<file path="src/rtl/scp_pkg.sv">
// Shared types and constants for the segment closest-points block
package scp_pkg;

   localparam int DATA_BITS = 32;
   localparam int FRAC_BITS = 16;
   localparam int QUO_BITS  = FRAC_BITS + 1;
   localparam int LIMB_BITS = 32;
   localparam int MUL_LAT   = 2;
   localparam int DIV_LAT   = QUO_BITS + 2;

   localparam logic [QUO_BITS-1:0] ONE_Q = QUO_BITS'(1) << FRAC_BITS;

   typedef struct packed {
      logic signed [DATA_BITS-1:0] start_a_x;
      logic signed [DATA_BITS-1:0] start_a_y;
      logic signed [DATA_BITS-1:0] start_a_z;
      logic signed [DATA_BITS-1:0] edge_a_x;
      logic signed [DATA_BITS-1:0] edge_a_y;
      logic signed [DATA_BITS-1:0] edge_a_z;
      logic signed [DATA_BITS-1:0] start_b_x;
      logic signed [DATA_BITS-1:0] start_b_y;
      logic signed [DATA_BITS-1:0] start_b_z;
      logic signed [DATA_BITS-1:0] edge_b_x;
      logic signed [DATA_BITS-1:0] edge_b_y;
      logic signed [DATA_BITS-1:0] edge_b_z;
   } req_word_type;

   typedef struct packed {
      logic signed [DATA_BITS-1:0] closest_a_x;
      logic signed [DATA_BITS-1:0] closest_a_y;
      logic signed [DATA_BITS-1:0] closest_a_z;
      logic signed [DATA_BITS-1:0] closest_b_x;
      logic signed [DATA_BITS-1:0] closest_b_y;
      logic signed [DATA_BITS-1:0] closest_b_z;
   } rsp_word_type;

endpackage

</file>
<file path="src/rtl/scp_mul.sv">
// Two-stage signed multiplier built from 33x33 limb products
module scp_mul #(
   parameter int AW = 32,
   parameter int BW = 32
) (
   input  logic                  clock,
   input  logic                  en,
   input  logic signed [AW-1:0]  a,
   input  logic signed [BW-1:0]  b,
   output logic signed [AW+BW-1:0] p
);
   localparam int LB = scp_pkg::LIMB_BITS;
   localparam int NA = (AW + LB - 1) / LB;
   localparam int NB = (BW + LB - 1) / LB;
   localparam int PW = AW + BW;
   localparam int EW = PW + 2 * LB + 2;

   logic signed [NA*LB-1:0] a_ext;
   logic signed [NB*LB-1:0] b_ext;
   logic signed [LB:0]      a_limb [NA];
   logic signed [LB:0]      b_limb [NB];
   logic signed [2*LB+1:0]  pp_in [NA][NB];
   logic signed [2*LB+1:0]  pp_ff [NA][NB];
   logic signed [PW-1:0]    sum_in;
   logic signed [PW-1:0]    p_ff;

   // split into limbs: low limbs unsigned, top limb carries the sign
   always_comb begin
      a_ext = (NA*LB)'(a);
      b_ext = (NB*LB)'(b);
      for (int i = 0; i < NA; i++) begin
         if (i == NA - 1) begin
            a_limb[i] = {a_ext[NA*LB-1], a_ext[i*LB +: LB]};
         end else begin
            a_limb[i] = {1'b0, a_ext[i*LB +: LB]};
         end
      end
      for (int j = 0; j < NB; j++) begin
         if (j == NB - 1) begin
            b_limb[j] = {b_ext[NB*LB-1], b_ext[j*LB +: LB]};
         end else begin
            b_limb[j] = {1'b0, b_ext[j*LB +: LB]};
         end
      end
      for (int i = 0; i < NA; i++) begin
         for (int j = 0; j < NB; j++) begin
            pp_in[i][j] = a_limb[i] * b_limb[j];
         end
      end
   end

   // align and add the limb products
   always_comb begin
      logic signed [EW-1:0] term;
      sum_in = '0;
      for (int i = 0; i < NA; i++) begin
         for (int j = 0; j < NB; j++) begin
            term   = EW'(pp_ff[i][j]);
            term   = term <<< (LB * (i + j));
            sum_in = sum_in + term[PW-1:0];
         end
      end
   end

   always_ff @(posedge clock) begin
      if (en) begin
         for (int i = 0; i < NA; i++) begin
            for (int j = 0; j < NB; j++) begin
               pp_ff[i][j] <= pp_in[i][j];
            end
         end
         p_ff <= sum_in;
      end
   end

   assign p = p_ff;

endmodule

</file>
<file path="config.mk">
export PLATFORM = sky130hd
export DESIGN_NAME = scp_mul
export DESIGN_NICKNAME = d
export VERILOG_FILES = /design/src/rtl/scp_pkg.sv /design/src/rtl/scp_mul.sv
export SDC_FILE = /design/constraint.sdc
export NUM_CORES = 2
export LEC_CHECK = 0
export ABC_CLOCK_PERIOD_IN_PS = 10600
export BUFFER_PORTS_ARGS = -buffer_cell sky130_fd_sc_hd__buf_2
export CELL_PAD_IN_SITES_DETAIL_PLACEMENT = 2
export CELL_PAD_IN_SITES_GLOBAL_PLACEMENT = 2
export CORE_UTILIZATION = 25
export DETAILED_ROUTE_END_ITERATION = 7
export PLACE_DENSITY = 0.58
export SYNTH_ARGS = -nofsm -noshare
export SYNTH_HDL_FRONTEND = slang
export SYNTH_SLANG_ARGS = --single-unit
</file>
<file path="constraint.sdc">
create_clock -name clock -period 10.6 [get_ports clock]
set_input_delay 1.06 -clock clock [delete_from_list [all_inputs] [get_ports clock]]
set_output_delay 1.06 -clock clock [all_outputs]
set_load 0.02 [all_outputs]
</file>
Word level (Yosys, flattened, before mapping)
Memories as Yosys holds them, arrays and structs flattened. A register that Yosys moved wholly into a read port is not among the register bits.
Index checks and enable logic that the tools add are counted.
- register bits after elaboration: 0
- latch bits: 0
- RAM bits: 66
- ROM bits: 0
- input bits: 66
- output and inout port bits: 64
- logic and storage cells: 4
- memories kept: 1
- add/sub/neg operators: 0
- $mul: 1
- divide/modulo/power cells: 0
- order comparisons: 0
- equality and inequality tests: 0
- shift-type cells: 0
- multiplexer cells: 2
- bitwise operators: 0
- reductions and logical operators: 0
- memory list (memory ; depth ; bits a word ; read ports ; clocked after memory_dff ; write ports ; line ; RTL):
    pp_ff ; 1 ; 66 ; 1 ; 1 ; 1 ; scp_mul.sv:23 ; logic signed [2*LB+1:0] pp_ff [NA][NB];
- operators with widths (operator ; number):
    32-bit by 32-bit multiplier with 64-bit output ; 1
    1-bit two-way mux ; 2

Longest topological paths before layout
- word-level depth: 2
- depth in mapped cells: 27
- depth with buffers taken out: 26

Least setup slack after synthesis
OpenSTA, ideal clock, no wires.
- path type: input port to flip-flop
- start: input b[2]
- end: memory pp_ff[0][60] (netlist name) (data pin)
- library setup time: 0.263 ns
- arrival: 8.024 ns
- data required time: 10.337 ns
- path slack: 2.314 ns
- stages on the path: 23
- buffers on the path: 2
- cells stage by stage: clkbuf_1 > nand2_1 > inv_1 > fa_1 > fa_1 > fa_1 > fa_1 > inv_1 > fa_1 > inv_1 > fa_1 > fa_1 > fa_1 > ha_1 > clkbuf_1 > a21o_1 > a21oi_1 > o21ai_0 > a21oi_1 > o21ai_4 > a2111oi_1 > o31a_1 > nor3_1
- RTL lines (item ; line ; RTL):
    start, declared ; scp_mul.sv:9 ; input logic signed [BW-1:0] b,
    end, declared ; scp_mul.sv:23 ;

==> flow_summary.yaml <==
global_routing:
  grt.overflow.total: 0
  gr-max-usage-layer: "met2"
  grt_pass1_wl_um: 213000
  grt_use_met2_pct: 35.3
  globalRouteMet1Util_pct: 20.4
  grt_pass1_vias: 33000
  grt.total_usage_pct: 17.9
  grt_use_met3_pct: 1.34
  grt_max_degree: 69
  antenna_found_initial: 19
worst_setup_path:
  worst_path_max_delay_cell: "buf_2"
  path_max_fanout: 20
  required_ps: 10800
  crit_top_cell: "fa_1"
  startpoint_type: "primary input"
  crit_chain: "buf_2, nand2_1, fa_1, inv_1, fa_1, fa_1, fa_1, fa_1, fa_1, fa_1, fa_1, ha_1, a21oi_1, o21ai_1, a221oi_1, nand3_1, o21ai_2, o21ai_4, a2111oi_1, o31a_1, nor3_1"
  crit_buf_inv: 2
  critPathTopFamily: "adder cells"
  max_stage_delay_ps: 710
  end_kind: "register"
  crit_type: "primary input to register"
  cp.arrival_ps: 9180
route:
  drc: 0
  drtAntennaViolNets: 0
  dr_total_vias: 27100
  drt_iter0_markers: 974
  avgViaCountPerCell: 4.45
  wl_um: 140000
  wl_per_cell_um: 23.0
  drtPass1Iterations: 4
floorplan:
  die_w_um: 402
  core_sq_um: 159000
  rows: 146
  die_h_um: 402
  initial_core_util_pct: 25.2
  die-area_sq_um: 162000
  ioPinCount: 130
placed_design:
  hpwl_um: 116000
  io_buffers: 129
  globalplace.congestion: 0.815
cts:
  root_buffer: "clkbuf_16"
  cts_buffers: 17
  insertion_delay_ps: 440
  cts_tree: "built"
  clockBufferDepth: 2
  path_clk_slew_ps: 60
  cts.sinks: 128
  hold_buffers: 0
  htree_levels: 4
  cts_setup_buffers: 0
  cts_resized: 0
sta:
  rsz0062_at_grt: "false"
  drv_slew: 0
  finalSetupViolCount: 0
  slew_headroom_pct: 31.6
  tns_ps: 0
  finalHoldViolCount: 0
  min_period_ps: 8980
  skew_ps: 7.20
  finalCritPeriodShare_pct: 84.7
  worstMarginPinSlew_ps: 1030
  fmax_mhz: 111
synthesis:
  ys_types: 57
  syn_nets: 5347
  ys_seq_area_share_pct: 9.60
  yosys-top-cells-area: "fa_1 (54%), edfxtp_1 (9.6%), inv_1 (8.9%)"
  synth_warnings: 0
  synth_cells: 4015
  syn_area_sq_um: 40000
  synth_top_area_share_pct: 54.1
  synth_edf_count: 128
  ys.flop_type: "edfxtp_1"
  async_flop_share_pct: 0
  ys_ff_latch: 128
  avgSynthCellArea_sq_um: 9.97
  synth_area_leader_cell: "fa_1"
run_status:
  status: "completed"
cells_and_area:
  finalNetCount: 5344
  area_delta_synth_final_pct: 8.77
  fin_util_pct: 27.4
  layout_commonest_cell: "fa_1"
  drive_gt1_share_pct: 5.57
  final_cell_mix: "fa_1 (1,082), inv_1 (952), nand2_1 (529), and2_1 (514), ha_1 (184)"
worst_hold_path:
  hp-class: "register to register"
flow_run:
  maxCapViolations: 0
## logic make-up after synthesis
family | Yosys count | share of synthesized area, %
and+or+nand+nor | 1181 | 14.8
adders and majority gates | 1266 | 59.9
buffers and inverters | 1160 | 10.9
DFF | 128 | 9.60
xor gates and xnor gates | 67 | 1.47
AOI/OAI and AO/OA | 213 | 3.40
## layer usage
layer  share of wire (%)  vias to the layer above
li1                    -                    11600
met1                  39                    15100
met2                  57                      312
met3                 1.6                      148
met4                 2.7                        8
met5               0.034                        -
## final cells by class
class,instances,area [sq um]
flip-flops and latches,128,3840
clock buffers,19,433
fillers,17600,115000
well taps,2072,2590
repair buffers,186,1090
clock inverters,13,163
multi-input cells,2727,31800
inverters,952,3570
diodes,4,10.0
## through the flow
stage / cell area (sq um) / setup slack [ps] / std cells / hold slack (ps)
2_1_floorplan: 40000 / 2310 / 4015 / 400
3_3_place_gp: 42900 / 1110 / 6065 / 403
3_5_place_dp: 42900 / 1080 / 6065 / 405
4_1_cts: 43500 / 1580 / 6097 / 411
5_1_grt: 43500 / 1210 / 6097 / 419
6_report: 43500 / 1620 / 6101 / 410
## cell usage after synthesis (5+ instances only)
cell / number
fa_1: 1082
inv_1: 952
nand2_1: 529
and2_1: 514
clkbuf_1: 207
ha_1: 184
edfxtp_1: 128
a21oi_1: 79
nor2_1: 50
xnor2_1: 48
o21ai_0: 37
a21o_1: 24
xor2_1: 19
nand3_1: 17
nand2b_1: 15
o21bai_1: 15
nor3_1: 11
and3_1: 10
nand4_1: 10
a211oi_1: 8
a31oi_1: 7
nor2b_1: 7
nor4_1: 5
## worst paths after layout
kind                 from  cells after the start      endpoint  slack, ps
min          pp_ff[0][36]                      0         p[36]        410
min reg2reg  pp_ff[0][36]                      0         p[36]        410
max                 b[23]                     21  pp_ff[0][60]       1620
max reg2reg  pp_ff[0][21]                      0         p[21]       9870
## registers in the layout, summed over array words and instances (netlist names)
name   flops
p         64
pp_ff     64
Power is left out: the tool's default activity adds up to more than one toggle a clock period on the data nets, which glitch-free logic cannot reach.
